==> src/rtl/sstq_pkg.sv <==
`timescale 1ns / 1ps
package sstq_pkg;
    localparam int NumTimers = 16;
    localparam int TickBits  = 32;
    localparam int IdBits    = 4;
    localparam int CntBits   = 5;

    typedef logic [TickBits-1:0] t_tick;
    typedef logic [IdBits-1:0]   t_id;

    localparam logic [1:0] OP_TICK     = 2'd0;
    localparam logic [1:0] OP_ONESHOT  = 2'd1;
    localparam logic [1:0] OP_PERIODIC = 2'd2;
    localparam logic [1:0] OP_CANCEL   = 2'd3;

    localparam logic [1:0] ST_OK        = 2'd0;
    localparam logic [1:0] ST_NOT_FOUND = 2'd1;
    localparam logic [1:0] ST_IGNORED   = 2'd2;

    // list command broadcast to every cell
    typedef enum logic [1:0] {
        CMD_NONE,
        CMD_INSERT,
        CMD_REMOVE
    } t_cmd;

    typedef struct packed {
        t_cmd  cmd;
        t_id   id;
        t_tick deadline;
    } t_list_ctl;

    // what a cell shows to its neighbors
    typedef struct packed {
        logic  valid;
        t_id   id;
        t_tick deadline;
    } t_cell;
endpackage

==> src/rtl/sstq_cell.sv <==
`timescale 1ns / 1ps
module sstq_cell
    import sstq_pkg::*;
(
    input  logic      i_clk,
    input  logic      i_rst_n,
    input  t_list_ctl i_ctl,
    input  t_cell     i_left,
    input  logic      i_left_ins,   // insert position lies at or left of the left cell
    input  logic      i_left_rm,    // removed entry lies left of this cell
    input  t_cell     i_right,
    output t_cell     o_cell,
    output logic      o_ins,
    output logic      o_rm
);
    t_cell r_cell;
    t_cell n_cell;
    logic  w_here_ins;

    // new entry goes before the first cell that is empty or has a larger deadline
    assign w_here_ins = !r_cell.valid || (i_ctl.deadline < r_cell.deadline);
    assign o_ins = i_left_ins || w_here_ins;
    assign o_rm  = i_left_rm || (r_cell.valid && r_cell.id == i_ctl.id);
    assign o_cell = r_cell;

    always_comb begin
        n_cell = r_cell;
        case (i_ctl.cmd)
            CMD_INSERT: begin
                if (i_left_ins) begin
                    n_cell = i_left;
                end else if (w_here_ins) begin
                    n_cell.valid    = 1'b1;
                    n_cell.id       = i_ctl.id;
                    n_cell.deadline = i_ctl.deadline;
                end
            end
            CMD_REMOVE: begin
                if (o_rm) begin
                    n_cell = i_right;
                end
            end
            default: begin
                n_cell = r_cell;
            end
        endcase
    end

    always_ff @(posedge i_clk) begin
        if (!i_rst_n) begin
            r_cell.valid <= 1'b0;
        end else begin
            r_cell.valid <= n_cell.valid;
        end
        r_cell.id       <= n_cell.id;
        r_cell.deadline <= n_cell.deadline;
    end
endmodule

==> src/rtl/sstq_list.sv <==
`timescale 1ns / 1ps
module sstq_list
    import sstq_pkg::*;
(
    input  logic      i_clk,
    input  logic      i_rst_n,
    input  t_list_ctl i_ctl,
    output t_cell     o_head
);
    t_cell w_cell [NumTimers];
    logic  w_ins  [NumTimers];
    logic  w_rm   [NumTimers];

    for (genvar g = 0; g < NumTimers; g++) begin : g_cell
        t_cell w_left;
        t_cell w_right;
        logic  w_lins;
        logic  w_lrm;
        if (g == 0) begin : g_first
            assign w_left = '0;
            assign w_lins = 1'b0;
            assign w_lrm  = 1'b0;
        end else begin : g_mid
            assign w_left = w_cell[g-1];
            assign w_lins = w_ins[g-1];
            assign w_lrm  = w_rm[g-1];
        end
        if (g == NumTimers - 1) begin : g_last
            assign w_right = '0;
        end else begin : g_nxt
            assign w_right = w_cell[g+1];
        end
        sstq_cell u_cell (
            .i_clk      (i_clk),
            .i_rst_n    (i_rst_n),
            .i_ctl      (i_ctl),
            .i_left     (w_left),
            .i_left_ins (w_lins),
            .i_left_rm  (w_lrm),
            .i_right    (w_right),
            .o_cell     (w_cell[g]),
            .o_ins      (w_ins[g]),
            .o_rm       (w_rm[g])
        );
    end

    assign o_head = w_cell[0];
endmodule

==> src/rtl/sorted_software_timer_queue.sv <==
`timescale 1ns / 1ps
// Sorted timer queue: a chain of NumTimers cells keeps slots in deadline order.
// Register issues list remove (if the slot is active), then insert, then its result;
// cancel answers from idle. Tick advances time and pops each expired head, re-inserting
// a periodic one; a tick while stopped is ignored. A new item is taken only in idle with
// no list command pending; the next input transfer can share the edge where the final
// result leaves. Sync active-low reset empties list.
module sorted_software_timer_queue
    import sstq_pkg::*;
(
    input  logic        i_clk,
    input  logic        i_rst_n,
    input  logic        i_cfg_we,
    input  logic        i_cfg_wdata,
    input  logic        s_axis_tvalid,
    output logic        s_axis_tready,
    input  logic [39:0] s_axis_tdata,  // operation[1:0], timer_id[5:2], delay[37:6]
    input  logic        m_axis_tready,
    output logic        m_axis_tvalid,
    output logic [7:0]  m_axis_tdata,  // fired_id[3:0], status[5:4]
    output logic        m_axis_tuser,  // kind
    output logic        m_axis_tlast   // last
);
    typedef enum logic [2:0] {
        S_IDLE, S_REMOVE, S_INSERT, S_CHECK, S_REARM, S_DONE, S_WAIT
    } t_state;

    t_state r_state;
    t_state r_after;      // state after the output transfer
    logic   r_running;
    t_tick  r_now;
    logic   [NumTimers-1:0] r_active;
    logic   [NumTimers-1:0] r_periodic;
    t_tick  r_period [NumTimers];
    logic   [1:0]  r_op;
    t_id    r_id;
    t_tick  r_delay;
    logic   [CntBits-1:0] r_fires;
    t_list_ctl r_ctl;     // one-cycle command to the cell chain
    logic   r_ovalid;
    logic   [3:0] r_ofid;
    logic   [1:0] r_ostat;
    logic   r_okind;
    logic   r_olast;

    t_cell w_head;
    logic  [1:0]  w_op;
    t_id   w_id;
    t_tick w_delay;
    logic  w_idok;

    assign w_op    = s_axis_tdata[1:0];
    assign w_id    = s_axis_tdata[5:2];
    assign w_delay = s_axis_tdata[37:6];
    assign w_idok  = 1'b1;  // every 4-bit id addresses one of the 16 slots

    sstq_list u_list (
        .i_clk   (i_clk),
        .i_rst_n (i_rst_n),
        .i_ctl   (r_ctl),
        .o_head  (w_head)
    );

    // a result leaving this cycle frees the output register for the new item
    assign s_axis_tready = (r_state == S_IDLE) && (!r_ovalid || m_axis_tready)
                           && (r_ctl.cmd == CMD_NONE);
    assign m_axis_tvalid = r_ovalid;
    assign m_axis_tdata  = {2'b00, r_ostat, r_ofid};
    assign m_axis_tuser  = r_okind;
    assign m_axis_tlast  = r_olast;

    always_ff @(posedge i_clk) begin
        if (!i_rst_n) begin
            r_state   <= S_IDLE;
            r_after   <= S_IDLE;
            r_running <= 1'b0;
            r_now     <= '0;
            r_active  <= '0;
            r_ctl.cmd <= CMD_NONE;
            r_ovalid  <= 1'b0;
            r_fires   <= '0;
        end else begin
            r_ctl.cmd <= CMD_NONE;
            if (i_cfg_we) begin
                r_running <= i_cfg_wdata;
            end
            if (r_ovalid && m_axis_tready) begin
                r_ovalid <= 1'b0;
            end
            case (r_state)
                S_IDLE: begin
                    if (s_axis_tvalid && s_axis_tready) begin
                        r_op    <= w_op;
                        r_id    <= w_id;
                        r_delay <= w_delay;
                        r_fires <= '0;
                        if (w_op == OP_TICK) begin
                            if (r_running) begin
                                r_now   <= r_now + 1'b1;
                                r_state <= S_CHECK;
                            end else begin
                                r_ovalid <= 1'b1;
                                r_okind  <= 1'b0;
                                r_ofid   <= '0;
                                r_ostat  <= ST_IGNORED;
                                r_olast  <= 1'b1;
                            end
                        end else if (w_op == OP_CANCEL) begin
                            r_ovalid <= 1'b1;
                            r_okind  <= 1'b0;
                            r_ofid   <= '0;
                            r_olast  <= 1'b1;
                            if (w_idok && r_active[w_id]) begin
                                r_ostat      <= ST_OK;
                                r_active[w_id] <= 1'b0;
                                r_ctl.cmd    <= CMD_REMOVE;
                                r_ctl.id     <= w_id;
                            end else begin
                                r_ostat <= ST_NOT_FOUND;
                            end
                        end else begin
                            r_ctl.cmd <= r_active[w_id] ? CMD_REMOVE : CMD_NONE;
                            r_ctl.id  <= w_id;
                            r_state   <= S_INSERT;
                        end
                    end
                end
                S_INSERT: begin
                    // register: list remove (if any) done, now insert
                    r_active[r_id]   <= 1'b1;
                    r_periodic[r_id] <= (r_op == OP_PERIODIC);
                    if (r_op == OP_PERIODIC && r_delay == '0) begin
                        r_period[r_id]  <= t_tick'(1);
                        r_ctl.deadline  <= r_now + t_tick'(1);
                    end else begin
                        r_period[r_id]  <= r_delay;
                        r_ctl.deadline  <= r_now + r_delay;
                    end
                    r_ctl.cmd <= CMD_INSERT;
                    r_ctl.id  <= r_id;
                    r_state   <= S_DONE;
                end
                S_CHECK: begin
                    if (!r_ovalid || m_axis_tready) begin
                        if (w_head.valid && w_head.deadline <= r_now
                                && r_fires != CntBits'(NumTimers)) begin
                            r_ovalid  <= 1'b1;
                            r_okind   <= 1'b1;
                            r_ofid    <= w_head.id;
                            r_ostat   <= ST_OK;
                            r_olast   <= 1'b0;
                            r_fires   <= r_fires + 1'b1;
                            r_ctl.cmd <= CMD_REMOVE;
                            r_ctl.id  <= w_head.id;
                            r_id      <= w_head.id;
                            if (r_periodic[w_head.id]) begin
                                r_state <= S_REARM;
                            end else begin
                                r_active[w_head.id] <= 1'b0;
                                r_state <= S_WAIT;
                            end
                        end else begin
                            r_state <= S_DONE;
                        end
                    end
                end
                S_REARM: begin
                    r_ctl.cmd      <= CMD_INSERT;
                    r_ctl.id       <= r_id;
                    r_ctl.deadline <= r_now + r_period[r_id];
                    r_state        <= S_WAIT;
                end
                S_WAIT: begin
                    r_state <= S_CHECK;
                end
                S_DONE: begin
                    if (!r_ovalid || m_axis_tready) begin
                        r_ovalid <= 1'b1;
                        r_okind  <= 1'b0;
                        r_ofid   <= '0;
                        r_ostat  <= ST_OK;
                        r_olast  <= 1'b1;
                        r_state  <= r_after;
                    end
                end
                default: begin
                    r_state <= S_IDLE;
                end
            endcase
        end
    end
endmodule
==> config.mk <==
export PLATFORM = sky130hd
export DESIGN_NAME = sorted_software_timer_queue
export DESIGN_NICKNAME = d
export VERILOG_FILES = /design/src/rtl/sstq_pkg.sv /design/src/rtl/sstq_cell.sv /design/src/rtl/sstq_list.sv /design/src/rtl/sorted_software_timer_queue.sv
export SDC_FILE = /design/constraint.sdc
export NUM_CORES = 2
export LEC_CHECK = 0
export ABC_AREA = 1
export BUFFER_PORTS_ARGS = -buffer_cell sky130_fd_sc_hd__buf_2
export CAP_MARGIN = 20
export CELL_PAD_IN_SITES_DETAIL_PLACEMENT = 0
export CELL_PAD_IN_SITES_GLOBAL_PLACEMENT = 1
export CORE_MARGIN = 4
export CORE_UTILIZATION = 31
export DETAILED_ROUTE_END_ITERATION = 8
export GPL_TIMING_DRIVEN = 0
export PLACE_DENSITY_LB_ADDON = 0.08
export SYNTH_ARGS = -nofsm -noshare
export SYNTH_HDL_FRONTEND = slang
export SYNTH_SLANG_ARGS = --single-unit
==> constraint.sdc <==
create_clock -name i_clk -period 8.9 [get_ports i_clk]
set_input_delay 0.89 -clock i_clk [delete_from_list [all_inputs] [get_ports i_clk]]
set_output_delay 0.89 -clock i_clk [all_outputs]
set_load 0.005 [all_outputs]
== After elaboration in Yosys (flattened, before gate mapping) ==
Memory sizes are Yosys's and may differ from the RTL's. A register that Yosys moved wholly into a read port is not among the register bits.
Index checks and enable logic that the tools add are counted.
Operators by class
  reduce and logical (&&, ||, !) cells: 126
  $lt $le $gt $ge: 23
  $mul: 0
  bitwise gates (word level): 6
  div/mod/pow operators: 0
  add/sub/neg operators: 4
  shift-type cells: 0
  mux-type cells: 159
  equal/unequal tests: 71
Operator list (number)
  $mux 37: 47
  $pmux 37 s2: 16
  $lt 32x32->1: 16
  $mux 16: 7
  $add 32x32->32: 2
  $eq 4x4->1: 16
  $mux 32: 2
  $pmux 32 s2: 1
  $ne 3x3->1 const B: 18
  $reduce_and 3->1: 17
  $pmux 16 s3: 1
  $logic_or 1x1->1: 46
  $ne 2x2->1 const B: 22
  $mux 1: 36
  $mux 4: 9
  $mux 6: 6
  $add 32x1->32 const B: 1
  $and 16x16->16: 2
  $le 32x32->1: 1
  $logic_not 32->1: 1
  $not 16->16: 2
  $logic_and 1x1->1: 26
  $mux 2: 10
  $mux 3: 6
  other kinds (35): 78
Storage, ports and cells
  register bits after elaboration: 750
  memory bits (writable): 512
  bits of input ports: 46
  memories: 1
  latch bits: 0
  word-level logic and storage cells: 455
  memory bits (read-only): 0
Memory list
  r_period: words 16, bits a word 32, rd ports 1, clocked after Yosys merged registers in 1, wr ports 1, RTL line sorted_software_timer_queue.sv:34  | t_tick r_period [NumTimers];

== Depth between registers and ports, before layout ==
  depth after elaboration: 19
  gate-level depth with buffers: 27
  depth with buffers taken out: 25

== Modules after synthesis ==
A second synthesis with hierarchy kept.
Unflattened totals
  cell total of the unflattened synthesis: 8822
  area total of the unflattened synthesis: 76901.3 µm²
By module, submodules not included
  sorted_software_timer_queue: cells each 3179, area an instance 32537.5 µm², seq. area each 19598.8 µm², times used 1
  sstq_cell (u_list.g_cell[0].u_cell ...): cells each 353, area an instance 2777.7 µm², seq. area each 1101.1 µm², times used 10
  sstq_cell (u_list.g_cell[4].u_cell ...): cells each 352, area an instance 2763.9 µm², seq. area each 1101.1 µm², times used 6
  sstq_list: cells each 1, area an instance 3.8 µm², seq. area each 0.0 µm², times used 1

== Worst setup path before layout ==
No wires, ideal clock.
  kind: reg2reg
  start point: register r_ctl[5] (netlist name)
  end point: register u_list.g_cell[6].u_cell.r_cell (netlist bit u_list.g_cell[6].u_cell.o_cell[36])
  slack: 3230 ps
  clock period less this slack: 5670 ps
  cell stages (with the launch flop): 20
  arrival: 5547 ps
  setup time: 122 ps
  cells stage by stage: edfxtp_1 -> ha_1 -> a21oi_1 -> nor2_1 -> nor3_1 -> nand2_1 -> nand2_1 -> nand2_1 -> nand2_1 -> nand2_1 -> nand2_2 -> nor2_4 -> nand4_2 -> nor2_2 -> nand2_1 -> inv_1 -> a211oi_1 -> o21ai_0 -> o211ai_1 -> inv_1
Between the ends
  longest elaborated chain between the ends: 9
  elaborated cells between the ends (all ways): 23
  classes of those cells: order compare (7); eq/ne (1); mux (2); reduce/logical (13)
RTL lines
  from (decl): RTL line sorted_software_timer_queue.sv:39  | t_list_ctl r_ctl;
  $lt 32x32->1: RTL line sstq_cell.sv:21  | assign w_here_ins = !r_cell.valid || (i_ctl.deadline < r_cell.deadline);
  $logic_or 1x1->1: RTL line sstq_cell.sv:21
  $logic_or 1x1->1 (5 in a row): RTL line sstq_cell.sv:22  | assign o_ins = i_left_ins || w_here_ins;
  $ne 3x3->1 (no line) or $mux 37 (tied branches)
  $reduce_and 3->1 (no line) or $pmux 37 s2 (tied branches)
  to (decl): RTL line sstq_cell.sv:16  | t_cell r_cell;
Several ways; a longest one is shown, not always the timed one.
A chain may end at the register's enable or synchronous reset.

==> reports/qor.csv <==
stage,metric,value,unit
die,die area,0.244,sq mm
layout,Area growth syn-to-layout,17.1,%
clock_tree,TritonCTS clock tree,built,
global_route,Global Route Usage Sum,0.250,
layout,nets@finish,8712,
timing,crit share post-route,0.882,
clock_tree,Root Driver,clkbuf_16,
detailed_routing,Initial DRT Pass Iterations,7,
critical_path,Worst setup SP type,flop,
power_and_ir_drop,peak supply drop,0.182,mV
yosys,Mapped Area,0.0733,sq mm
critical_path,crit-path most repeated cell,nand2_1,
min_path,WHS Path Cells,1,
yosys,YS warnings,0,
layout,number of fill cells in the layout,24000,
die,Initial Utilization,0.312,
layout,fraction of layout instances using a drive strength above 1,0.0640,
placed_design,DP Cell Count,11000,
die,Die X-Extent,494,um
critical_path,critical path class,flop to flop,
critical_path,Critical Path Max Stage Delay,0.88,ns
detailed_routing,number of nets with antenna violations after routing,0,
critical_path,reg2reg setup slack,1.05,ns
min_path,min-delay worst type,primary input to flop,
yosys,largest family of logic cells by synthesized area,compound AO/OA/AOI/OAI gates,
clock_tree,Worst-Skew Late Latency,0.85,ns
timing,Max Clk Rate,127,MHz
clock_tree,# clock sinks,1266,
die,row cnt,178,
die,Core ar.,0.235,sq mm
yosys,post-synthesis async set-or-reset flop share,0,
placed_design,DPL Wire Length,247000,um
run_status,status,completed,
critical_path,critical path's slowest cell,clkbuf_1,
timing,skew final,0.0701,ns
yosys,predominant post-synthesis flop cell,edfxtp_1,
detailed_routing,number of DRC markers in iteration 0,6136,
detailed_routing,Remaining DRCs,0,
timing,minimum clock period,7.85,ns
critical_path,crit path DAT,8.46,ns
timing,Worst Max-Slew Pin Slew,1.19,ns
critical_path,FF-to-FF End,r_ctl[30],
timing,final setup TNS,0,ns
placed_design,IO Port Bufs,53,
global_route,first-pass GRT wire length,441000,um
global_route,largest net degree at the start of global routing,39,
clock_tree,Post-CTS Hold Fix Bufs,0,
critical_path,critical path's top delay family,buffers and inverters,
layout,"commonest cells after routing, fill and taps aside","o21ai_0 (1247), edfxtp_1 (1186), inv_1 (1035), a21oi_1 (943), nand2_1 (713)",
global_route,vias in the first global route,58600,
clock_tree,CTS resizes,0,
clock_tree,H-tree Lvls,4,
yosys,synthesis-stage register bit count,1266,
clock_tree,# Post-CTS Setup Buffers,0,
timing,hold_ws,0.208,ns
yosys,post-synthesis adder-cell area fraction,0.102,
yosys,sequential area share after synthesis,0.508,
min_path,Worst Hold Launch,s_axis_tdata[17],
detailed_routing,WL/cell,27.5,um
placed_design,routability cong.,0.860,
yosys,post-synthesis cell count,7690,
timing,Final Hold Viols,0,
timing,Final setup viols,0,
yosys,"EDFF count, synth",1186,
flow_run,max-cap violations,0,
critical_path,cells on worst reg2reg path,26,
detailed_routing,vias,61100,
critical_path,CP required,9.51,ns
yosys,XOR/XNOR share of the synthesized area,0.0103,
critical_path,Levels on crit path,26,
die,Ports,58,
timing,Pins Over Slew Limit,0,
die,die height,494,um
yosys,multiplexer share of the synthesized area,0.0175,
clock_tree,TritonCTS buffer count,157,
timing,RSZ-0062 raised after global routing,false,
layout,final cell count without fillers,11400,
layout,"commonest non-fill, non-tap cell in the layout",o21ai_0,
yosys,Syn Area/Cell,9.53,sq um
power_and_ir_drop,pwr/cell area,274,mW/mm^2
min_path,Worst Hold Path EP,r_delay[11],
yosys,Synth Area in Compound Gates,0.205,
yosys,Unique masters post-synth,61,
yosys,area share of and/or/nand/nor cells after synthesis,0.0812,
critical_path,critical path peak fanout,10,
critical_path,CP endpoint kind,flop,
global_route,antenna violations before repair,16,
global_route,gr ovfl total,0,
clock_tree,clk buf depth,3,
critical_path,crit path buf inv count,5,
clock_tree,clk slew on worst S/H paths,0.06,ns
timing,worst rel slew slack,0.206,
detailed_routing,DR vias/cell,5.38,
detailed_routing,total wire length,313000,um
power_and_ir_drop,P_leak,33.8,nW
state kept, by name, summed over array words and instances, names as in the netlist, 3 cells and up, named ones only:
register	count
u_list.g_cell.u_cell.o_cell	592
r_period	512
r_ctl	38
r_delay	32
r_now	32
r_active	16
r_periodic	16
r_fires	5
r_id	4
r_ofid	4
r_state	3
per-stage QoR:
stage           util  total power, mW  area (sq um)  setup WS (ns)
3_3_place_gp   0.330             16.5         77500          -2.23
3_5_place_dp   0.342             17.0         80400           1.04
6_report       0.365             23.5         85800           1.05
5_1_grt        0.365             24.8         85800          0.493
2_1_floorplan      -             13.0         73300           3.23
4_1_cts        0.364             23.6         85700           1.08
cell families (layout without fill, tap and decap cells):
logic type | Yosys count | after routing
and+or+nand+nor | 1383 | 1383
AOI/OAI and AO/OA | 2748 | 2748
adders and majority gates | 598 | 598
DFF | 1266 | 1266
muxes | 128 | 128
xor gates and xnor gates | 86 | 86
buffers and inverters | 1480 | 1990
other | 1 | 13
power by group:
group          internal, mW  switching (mW)
Clock                  3.70            2.85
Combinational          2.66            6.20
Sequential             7.65           0.469
Total                  14.0            9.52
Yosys cell counts, types with 3 or more instances:
cell       instances  share of area
clkbuf_1         356          0.018
nor3_1           141         0.0096
o211ai_1         250          0.026
o221ai_1          12         0.0014
xnor2_1           44         0.0053
a221oi_1          12         0.0014
a2111oi_0          4        0.00048
xor2_1            42         0.0050
nor4b_1            5        0.00060
o31ai_1            8        0.00082
a21o_1             8        0.00082
nor4_1            24         0.0020
nor3_2             4        0.00055
o21bai_1          10         0.0010
ha_1             596           0.10
and3_1             3        0.00026
buf_2             14        0.00096
nor3b_1            3        0.00031
nand2_1          713          0.037
a32o_1             3        0.00041
a31oi_1           14         0.0012
o2111ai_1          9         0.0011
o211a_1            7        0.00096
nor2_4             3        0.00046
mux2i_1          128          0.017
a21boi_0          18         0.0018
buf_1             57         0.0029
nand3b_1           4        0.00041
inv_1           1046          0.054
o21ai_1           35         0.0024
o21ai_0         1247          0.085
a21oi_1          944          0.064
clkinv_1           4        0.00020
o22ai_1           95         0.0081
a22oi_1           18         0.0018
nand4_1           52         0.0044
a211oi_1          23         0.0024
nor2_1           243          0.012
dfxtp_1           80          0.022
nand3_1          170          0.012
or2_2              8        0.00068
edfxtp_1        1186           0.49
o21a_1            22         0.0023
layout make-up:
cell class | instances | area (sq um) | area share
inverter | 1051 | 3950 | 0.0460
clock buffer | 214 | 4300 | 0.0501
timing repair buffer | 218 | 3110 | 0.0362
tap | 3150 | 3940 | 0.0459
antenna | 11 | 27.5 | 0.000321
clock inverter | 78 | 943 | 0.0110
sequential | 1266 | 37200 | 0.434
buffer | 429 | 1640 | 0.0191
multi-input combinational | 4945 | 30700 | 0.358
routing by layer:
layer / global-route usage / vias to the layer above / routed length, um
li1: - / 28400 / -
met1: 0.371 / 30600 / 151000
met2: 0.385 / 1825 / 137000
met3: 0.0377 / 308 / 18400
met4: 0.0481 / 2 / 5690
met5: 0 / - / 13
worst max path at each step:
stage          startpoint                            endpoint  slack (ns)
6_report             flop                           r_ctl[30]        1.05
5_1_grt              flop                           r_ctl[30]        0.49
4_1_cts              flop                           r_ctl[30]        1.08
3_5_place_dp         flop                           r_ctl[30]        1.04
3_3_place_gp      i_rst_n                    r_period[15][13]       -2.23
2_1_floorplan    r_ctl[5]  u_list.g_cell[6].u_cell.o_cell[36]        3.23
No activity file was read; power rests on OpenSTA's default activity.
